[config.mk]
export PLATFORM = sky130hd
export DESIGN_NAME = round_robin_quantum_scheduler_top
export DESIGN_NICKNAME = d
export VERILOG_FILES = /design/src/rtl/core/rrqs_pkg.sv /design/src/rtl/core/rrqs_ring.sv /design/src/rtl/core/rrqs_divider.sv /design/src/rtl/core/round_robin_quantum_scheduler_top.sv
export SDC_FILE = /design/constraint.sdc
export NUM_CORES = 1
export LEC_CHECK = 0
export BUFFER_PORTS_ARGS = -buffer_cell sky130_fd_sc_hd__buf_2
export CAP_MARGIN = 5
export CORE_ASPECT_RATIO = 0.6
export CORE_MARGIN = 3
export CORE_UTILIZATION = 24
export DETAILED_ROUTE_END_ITERATION = 16
export PLACE_DENSITY = 0.44
export SYNTH_ARGS = -nofsm -noshare
export SYNTH_HDL_FRONTEND = slang
export SYNTH_SLANG_ARGS = --single-unit
[constraint.sdc]
create_clock -name clk -period 9.2 [get_ports clk]
set_input_delay 0.46 -clock clk [delete_from_list [all_inputs] [get_ports clk]]
set_output_delay 0.46 -clock clk [all_outputs]
set_load 0.03 [all_outputs]
[src/rtl/core/rrqs_pkg.sv]
package rrqs_pkg;

	localparam int QUEUE_DEPTH_DEF = 16;
	localparam int TIME_WIDTH_DEF  = 16;

	localparam int OPCODE_W  = 2;
	localparam int STATUS_W  = 4;
	localparam int QUANTUM_W = 16;
	localparam int SERVED_W  = 16;
	localparam int AVG_W     = 24;
	localparam int FRAC_W    = 8;
	localparam int M_DATA_W  = SERVED_W + AVG_W;

	localparam logic [AVG_W-1:0] AVG_MAX = {AVG_W{1'b1}};

	typedef enum logic [OPCODE_W-1:0] {
		OP_ADD     = 2'd0,
		OP_SERVE   = 2'd1,
		OP_REPORT  = 2'd2,
		OP_INVALID = 2'd3
	} opcode_t;

	typedef enum logic [STATUS_W-1:0] {
		ST_FINISHED     = 4'd0,
		ST_REQUEUED     = 4'd1,
		ST_EMPTY        = 4'd2,
		ST_ADDED        = 4'd3,
		ST_ZERO         = 4'd4,
		ST_FULL         = 4'd5,
		ST_BADOP        = 4'd6,
		ST_AVERAGE      = 4'd7,
		ST_REPORT_EMPTY = 4'd8
	} status_t;

endpackage

[src/rtl/core/rrqs_ring.sv]
module rrqs_ring #(
	parameter int DEPTH  = 16,
	parameter int WIDTH  = 16,
	parameter int ADDR_W = $clog2(DEPTH)
) (
	input  logic              clk,
	input  logic              wr_en,
	input  logic [ADDR_W-1:0] wr_addr,
	input  logic [WIDTH-1:0]  wr_data,
	input  logic [ADDR_W-1:0] rd_addr,
	output logic [WIDTH-1:0]  rd_data
);

	logic [WIDTH-1:0] mem_q [DEPTH];
	logic [WIDTH-1:0] rd_data_q;

	always_ff @(posedge clk) begin
		if (wr_en) begin
			mem_q[wr_addr] <= wr_data;
		end
		rd_data_q <= mem_q[rd_addr];
	end

	assign rd_data = rd_data_q;

endmodule

[src/rtl/core/rrqs_divider.sv]
module rrqs_divider #(
	parameter int NUM_W = 29,
	parameter int DEN_W = 5
) (
	input  logic             clk,
	input  logic             arst_n,
	input  logic             start,
	input  logic [NUM_W-1:0] num,
	input  logic [DEN_W-1:0] den,
	output logic             busy,
	output logic [NUM_W-1:0] quot
);

	localparam int CNT_W = $clog2(NUM_W + 1);

	logic [CNT_W-1:0] cnt_q;
	logic [DEN_W-1:0] rem_q;
	logic [DEN_W-1:0] den_q;
	logic [NUM_W-1:0] quot_q;
	logic [DEN_W:0]   trial;
	logic             ge;
	logic [DEN_W-1:0] rem_n;

	// Restoring division: one quotient bit per cycle, dividend bits shift out
	// of the top of the quotient register as quotient bits shift in.
	assign trial = {rem_q, quot_q[NUM_W-1]};
	assign ge    = trial >= {1'b0, den_q};
	assign rem_n = ge ? DEN_W'(trial - {1'b0, den_q}) : trial[DEN_W-1:0];

	always_ff @(posedge clk or negedge arst_n) begin
		if (!arst_n) begin
			cnt_q <= '0;
		end else if (start) begin
			cnt_q <= CNT_W'(NUM_W);
		end else if (cnt_q != '0) begin
			cnt_q <= cnt_q - CNT_W'(1);
		end
	end

	always_ff @(posedge clk) begin
		if (start) begin
			rem_q  <= '0;
			den_q  <= den;
			quot_q <= num;
		end else if (cnt_q != '0) begin
			rem_q  <= rem_n;
			quot_q <= {quot_q[NUM_W-2:0], ge};
		end
	end

	assign busy = cnt_q != '0;
	assign quot = quot_q;

endmodule

[src/rtl/core/round_robin_quantum_scheduler_top.sv]
// Round-robin time-slice scheduler over a ring of remaining job times. Each input beat carries an
// opcode in s_tuser and a burst time in s_tdata; each produces exactly one result beat with the
// granted time and mean in m_tdata and the status code in m_tuser. Add, serve and invalid
// opcodes present their result from the execute state once the output register is free, after
// the registered read port of the job ring has delivered the head time. A report with jobs
// queued passes on to the divide state and presents its result once the restoring divider, which
// yields one quotient bit per cycle, has produced every quotient bit and the output register is
// free. A new beat is taken only once the previous one has finished, and a finished result waits
// in the output register without holding up the next input beat.
module round_robin_quantum_scheduler_top
	import rrqs_pkg::*;
#(
	parameter int QUEUE_DEPTH = QUEUE_DEPTH_DEF,
	parameter int TIME_WIDTH  = TIME_WIDTH_DEF,
	localparam int S_DATA_W   = ((TIME_WIDTH + 7) / 8) * 8
) (
	input  logic                 clk,
	input  logic                 arst_n,
	input  logic                 cfg_wen,
	input  logic [QUANTUM_W-1:0] cfg_wdata,
	input  logic                 s_tvalid,
	output logic                 s_tready,
	input  logic [S_DATA_W-1:0]  s_tdata,   // job_time
	input  logic [OPCODE_W-1:0]  s_tuser,   // opcode
	output logic                 m_tvalid,
	input  logic                 m_tready,
	output logic [M_DATA_W-1:0]  m_tdata,   // served_time, average_fixed
	output logic [STATUS_W-1:0]  m_tuser    // status
);

	localparam int ADDR_W = $clog2(QUEUE_DEPTH);
	localparam int CNT_W  = $clog2(QUEUE_DEPTH + 1);
	localparam int PTR_W  = CNT_W + 1;
	localparam int SUM_W  = TIME_WIDTH + CNT_W;
	localparam int NUM_W  = SUM_W + FRAC_W;
	localparam int CMP_W  = (TIME_WIDTH > QUANTUM_W) ? TIME_WIDTH : QUANTUM_W;
	localparam int EXT_W  = (TIME_WIDTH > SERVED_W) ? TIME_WIDTH : SERVED_W;
	localparam int QX_W   = (NUM_W > AVG_W) ? NUM_W : AVG_W;

	typedef enum logic [1:0] {
		S_IDLE,
		S_EXEC,
		S_DIVIDE
	} state_t;

	state_t               state_q;
	opcode_t              op_q;
	logic [TIME_WIDTH-1:0] time_q;
	logic [ADDR_W-1:0]    head_q;
	logic [CNT_W-1:0]     count_q;
	logic [SUM_W-1:0]     sum_q;
	logic [QUANTUM_W-1:0] quantum_q;
	logic                 m_tvalid_q;
	logic [SERVED_W-1:0]  m_served_q;
	status_t              m_status_q;
	logic [AVG_W-1:0]     m_avg_q;

	logic [QUANTUM_W-1:0]  q_eff;
	logic [PTR_W-1:0]      tail_raw;
	logic [ADDR_W-1:0]     tail_idx;
	logic [ADDR_W-1:0]     head_next;
	logic [TIME_WIDTH-1:0] head_time;
	logic [CMP_W-1:0]      h_c;
	logic [CMP_W-1:0]      q_c;
	logic [CMP_W-1:0]      rem_c;
	logic [TIME_WIDTH-1:0] rem_t;
	logic [EXT_W-1:0]      h_ext;
	logic                  fits;
	logic                  is_full;
	logic                  is_empty;
	logic                  out_free;
	logic                  m_load;
	logic                  ring_wr_en;
	logic [TIME_WIDTH-1:0] ring_wr_data;
	logic                  div_start;
	logic                  div_busy;
	logic [NUM_W-1:0]      div_quot;
	logic [QX_W-1:0]       quot_x;
	logic [AVG_W-1:0]      avg_sat;

	assign q_eff     = (quantum_q == '0) ? QUANTUM_W'(1) : quantum_q;
	assign tail_raw  = PTR_W'(head_q) + PTR_W'(count_q);
	assign tail_idx  = (tail_raw >= PTR_W'(QUEUE_DEPTH)) ?
		ADDR_W'(tail_raw - PTR_W'(QUEUE_DEPTH)) : ADDR_W'(tail_raw);
	assign head_next = (head_q == ADDR_W'(QUEUE_DEPTH - 1)) ? '0 : head_q + ADDR_W'(1);

	assign h_c   = CMP_W'(head_time);
	assign q_c   = CMP_W'(q_eff);
	assign fits  = h_c <= q_c;
	assign rem_c = h_c - q_c;
	assign rem_t = rem_c[TIME_WIDTH-1:0];
	assign h_ext = EXT_W'(head_time);

	assign is_full  = count_q == CNT_W'(QUEUE_DEPTH);
	assign is_empty = count_q == '0;
	assign out_free = !m_tvalid_q || m_tready;
	assign m_load   = out_free &&
		(((state_q == S_EXEC) && !((op_q == OP_REPORT) && !is_empty)) ||
		 ((state_q == S_DIVIDE) && !div_busy));

	assign ring_wr_en = (state_q == S_EXEC) && out_free &&
		(((op_q == OP_ADD) && (time_q != '0) && !is_full) ||
		 ((op_q == OP_SERVE) && !is_empty && !fits));
	assign ring_wr_data = (op_q == OP_ADD) ? time_q : rem_t;

	assign div_start = (state_q == S_EXEC) && (op_q == OP_REPORT) && !is_empty;

	assign quot_x  = QX_W'(div_quot);
	assign avg_sat = (quot_x > QX_W'(AVG_MAX)) ? AVG_MAX : quot_x[AVG_W-1:0];

	rrqs_ring #(
		.DEPTH  (QUEUE_DEPTH),
		.WIDTH  (TIME_WIDTH),
		.ADDR_W (ADDR_W)
	) u_ring (
		.clk     (clk),
		.wr_en   (ring_wr_en),
		.wr_addr (tail_idx),
		.wr_data (ring_wr_data),
		.rd_addr (head_q),
		.rd_data (head_time)
	);

	rrqs_divider #(
		.NUM_W (NUM_W),
		.DEN_W (CNT_W)
	) u_divider (
		.clk    (clk),
		.arst_n (arst_n),
		.start  (div_start),
		.num    ({sum_q, {FRAC_W{1'b0}}}),
		.den    (count_q),
		.busy   (div_busy),
		.quot   (div_quot)
	);

	always_ff @(posedge clk or negedge arst_n) begin
		if (!arst_n) begin
			state_q    <= S_IDLE;
			op_q       <= OP_INVALID;
			time_q     <= '0;
			head_q     <= '0;
			count_q    <= '0;
			sum_q      <= '0;
			quantum_q  <= QUANTUM_W'(1);
			m_tvalid_q <= 1'b0;
			m_served_q <= '0;
			m_status_q <= ST_BADOP;
			m_avg_q    <= '0;
		end else begin
			if (cfg_wen) begin
				quantum_q <= cfg_wdata;
			end
			if (m_tvalid_q && m_tready && !m_load) begin
				m_tvalid_q <= 1'b0;
			end
			unique case (state_q)
				S_IDLE: begin
					if (s_tvalid) begin
						op_q    <= opcode_t'(s_tuser);
						time_q  <= s_tdata[TIME_WIDTH-1:0];
						state_q <= S_EXEC;
					end
				end
				S_EXEC: begin
					if ((op_q == OP_REPORT) && !is_empty) begin
						state_q <= S_DIVIDE;
					end else if (out_free) begin
						m_tvalid_q <= 1'b1;
						m_served_q <= '0;
						m_avg_q    <= '0;
						state_q    <= S_IDLE;
						case (op_q)
							OP_ADD: begin
								if (time_q == '0) begin
									m_status_q <= ST_ZERO;
								end else if (is_full) begin
									m_status_q <= ST_FULL;
								end else begin
									count_q    <= count_q + CNT_W'(1);
									sum_q      <= sum_q + SUM_W'(time_q);
									m_status_q <= ST_ADDED;
								end
							end
							OP_SERVE: begin
								if (is_empty) begin
									m_status_q <= ST_EMPTY;
								end else if (fits) begin
									head_q     <= head_next;
									count_q    <= count_q - CNT_W'(1);
									sum_q      <= sum_q - SUM_W'(head_time);
									m_served_q <= h_ext[SERVED_W-1:0];
									m_status_q <= ST_FINISHED;
								end else begin
									head_q     <= head_next;
									sum_q      <= sum_q - SUM_W'(head_time) + SUM_W'(rem_t);
									m_served_q <= q_eff;
									m_status_q <= ST_REQUEUED;
								end
							end
							OP_REPORT: begin
								m_status_q <= ST_REPORT_EMPTY;
							end
							default: begin
								m_status_q <= ST_BADOP;
							end
						endcase
					end
				end
				S_DIVIDE: begin
					if (!div_busy && out_free) begin
						m_tvalid_q <= 1'b1;
						m_served_q <= '0;
						m_avg_q    <= avg_sat;
						m_status_q <= ST_AVERAGE;
						state_q    <= S_IDLE;
					end
				end
				default: begin
					state_q <= S_IDLE;
				end
			endcase
		end
	end

	assign s_tready = state_q == S_IDLE;
	assign m_tvalid = m_tvalid_q;
	assign m_tdata  = {m_avg_q, m_served_q};
	assign m_tuser  = m_status_q;

endmodule

==> impl_metrics.json <==
{
  "finalMaxSlewViolations": 0,
  "arrival_ns": 6.07,
  "route.met2.wl_um": 23100,
  "postCtsSetupBuffers": 0,
  "drive_gt1_frac": 0.194,
  "via_per_inst": 4.78,
  "synth_ff_type": "edfxtp_1",
  "die_x_um": 388,
  "crit_start": "quantum_q[1]$_DFFE_PN0P_",
  "crit_family": "compound AO/OA/AOI/OAI gates",
  "ys_seq_elements": 427,
  "vias": 14000,
  "dieArea_um2": 91200,
  "drt-initial-drc-count": 1378,
  "worst_pin_slew_ns": 1.07,
  "rsz0062_at_grt": "no",
  "relSlewSlack": 0.284,
  "crit_type": "reg2reg",
  "r2r_slack_ns": 3.63,
  "cts_made_buffers": 43,
  "antenna_found_initial": 1,
  "core-area_um2": 86100,
  "grt.total_usage": 0.137,
  "yosysUniqueCellTypes": 82,
  "critPathMaxFanout": 4,
  "cts_resized": 0,
  "syn-num-nets": 1791,
  "wl_met3_um": 4530,
  "nFillCells": 8771,
  "path_cells": "nor4_1, a41o_1, ha_1, inv_1, fa_1, a21o_1, a221oi_2, o21bai_1, a21oi_1, xnor2_1, ha_1, a21oi_1, nor2b_1, or4_1, a31oi_1, o21bai_2, a211oi_1, nor2_1, xor2_1, a21oi_1",
  "synth_enable_flop_cells": 282,
  "routed_wl_um": 62900,
  "ff2ff_path_depth": 20,
  "critPathMostFrequentCell": "a21oi_1",
  "boundaryPins": 85,
  "cts_root_buf": "clkbuf_16",
  "r2r-start": "quantum_q[1]$_DFFE_PN0P_",
  "start_kind": "register",
  "required_ns": 9.71,
  "tns_ns": 0,
  "hpwl_um": 45100,
  "first_pass_iters": 5,
  "synthCells": 1661,
  "netlist_area_um2": 21000,
  "top_layer": "met4",
  "grt_pass1_wl_um": 93900,
  "die-height_um": 235,
  "numPortBuffers": 84,
  "grt-ovfl-total": 0,
  "cts_tree": "yes",
  "hold_viol": 0,
  "period_share": 0.605,
  "drc": 0,
  "num_rows": 83,
  "synth.yosys.seq_area_share": 0.570,
  "start_util": 0.244,
  "antennaDiodeCount": 0,
  "cp.depth": 20,
  "worst_setup_path_end_kind": "register",
  "wl_per_cell_um": 21.5,
  "syn_to_final_growth_pct": 15.7,
  "cts.sinks": 427,
  "setup_viol": 0,
  "reg2reg_to": "sum_q[18]$_DFFE_PN0P_",
  "async_flop_share": 0.272,
  "place_congestion": 0.853,
  "first_global_vias": 13700,
  "drv_cap": 0,
  "clock.fmax_mhz": 180,
  "synth.avg_cell_area_um2": 12.6,
  "yosys_warnings": 0,
  "status": "finished, final reports clean",
  "htreeDepth": 2,
  "max_stage_delay_ns": 0.65,
  "fin_worst_skew_ns": 0.0138,
  "clockBufferDepth": 3,
  "crit_slowest_cell": "nor4_1",
  "grt_max_degree": 71,
  "drt-met1-wl_um": 34600,
  "worstSetupEndpoint": "sum_q[18]$_DFFE_PN0P_",
  "nets": 1880,
  "fin_crit_ns": 5.57,
  "worst-path-buf-inv": 1,
  "hold_path_class": "in2reg",
  "clk_latency_ns": 0.58,
  "clk_pin_slew_ns": 0.07,
  "ant_nets": 0,
  "cts_hold_buf": 1
}
worst min path at each step:
| stage | cells after the start | from | endpoint | slack (ns) |
|---|---|---|---|---|
| floorplan | 0 | arst_n | count_q[0]$_DFFE_PN0P_ | 0.16 |
| global placement | 1 | arst_n | m_served_q[1]$_DFFE_PN0P_ | 0.43 |
| CTS | 2 | s_tdata[14] | time_q[14]$_DFFE_PN0P_ | 0.09 |
| detailed placement | 1 | arst_n | m_served_q[1]$_DFFE_PN0P_ | 0.43 |
| finish | 2 | s_tdata[14] | time_q[14]$_DFFE_PN0P_ | 0.12 |
| global route | 2 | s_tdata[5] | time_q[5]$_DFFE_PN0P_ | 0.09 |
registers in the layout (all words and copies together), names as in the netlist:
signal	flops
head_q	4
u_divider.quot	29
time_q	16
m_served_q	16
count_q	5
u_divider.den_q	5
m_avg_q	24
sum_q	21
state_q	2
u_divider.cnt_q	5
u_ring.mem_q	256
m_tuser	4
u_divider.rem_q	5
m_tvalid	1
op_q	2
u_ring.rd_data	16
quantum_q	16
cell families after synthesis:
| kind of cell | Yosys count | share of synthesized area |
|---|---|---|
| mux | 146 | 0.120 |
| compound gates | 329 | 0.101 |
| flops | 427 | 0.570 |
| simple gates | 447 | 0.0963 |
| buf+inv | 150 | 0.0274 |
| fa+ha+maj | 91 | 0.0567 |
| xor+xnor | 71 | 0.0296 |
per-stage QoR:
step           cells  area, um^2  utilization  worst slack [ns]  hold slack (ns)
3_3_place_gp    2851       22900        0.266              3.90            0.427
6_report        2932       24300        0.282              3.63            0.116
5_1_grt         2932       24300        0.282              3.35           0.0905
2_1_floorplan   1661       21000            -              4.97            0.164
4_1_cts         2932       24300        0.282              3.80           0.0864
3_5_place_dp    2851       22900        0.266              3.84            0.429
cell usage after synthesis (8+ instances only):
cell / number / area [um^2]
nor2_1: 96 / 360
edfxtp_1: 282 / 8470
o211ai_1: 8 / 60.1
mux2_2: 39 / 439
and3_1: 13 / 81.3
mux2i_1: 26 / 260
xnor2_1: 49 / 429
o21ai_0: 101 / 505
a211oi_1: 16 / 120
inv_1: 79 / 297
a31oi_1: 13 / 81.3
o21bai_1: 9 / 67.6
dfxtp_1: 29 / 581
o21a_1: 14 / 105
a21o_1: 27 / 203
xor2_1: 22 / 193
nand2_1: 192 / 721
nor2b_1: 14 / 87.6
mux4_2: 80 / 1800
nor4_1: 12 / 75.1
dfrtp_1: 111 / 2780
nor3_1: 27 / 135
ha_1: 84 / 1050
nand3_1: 45 / 225
a21oi_1: 78 / 390
clkbuf_1: 58 / 218
cells in the final DEF, fill, tap and decap left out, types with 15 or more instances in the layout:
cell type / n
mux2_2: 39
a21oi_1: 78
a211oi_1: 15
buf_4: 29
clkbuf_16: 43
xor2_1: 22
nor3_1: 27
a21o_1: 27
inv_1: 79
dfrtp_1: 109
edfxtp_1: 282
nand3_1: 45
nand2_1: 192
nor2_1: 80
xnor2_1: 49
buf_2: 83
mux2i_1: 26
mux4_2: 80
dfxtp_1: 29
o21ai_0: 101
ha_1: 84
layer usage:
layer / up-vias / GRT usage
met1: 7173 / 0.232
met2: 407 / 0.169
met4: 0 / 0.0238
li1: 6382 / -
met3: 56 / 0.0299
met5: - / 0
layout make-up:
class                      count  area [um^2]  area share
clock buffer                  52         1140      0.0469
clock inverter                28          216     0.00891
inverter                      80          300      0.0124
multi-input combinational   1084         8570       0.353
sequential                   427        12000       0.493
tap                         1147         1440      0.0591
timing repair buffer         114          654      0.0270
Power is left out: the tool's default activity adds up to more than one toggle a clock period on the data nets, which glitch-free logic cannot reach.
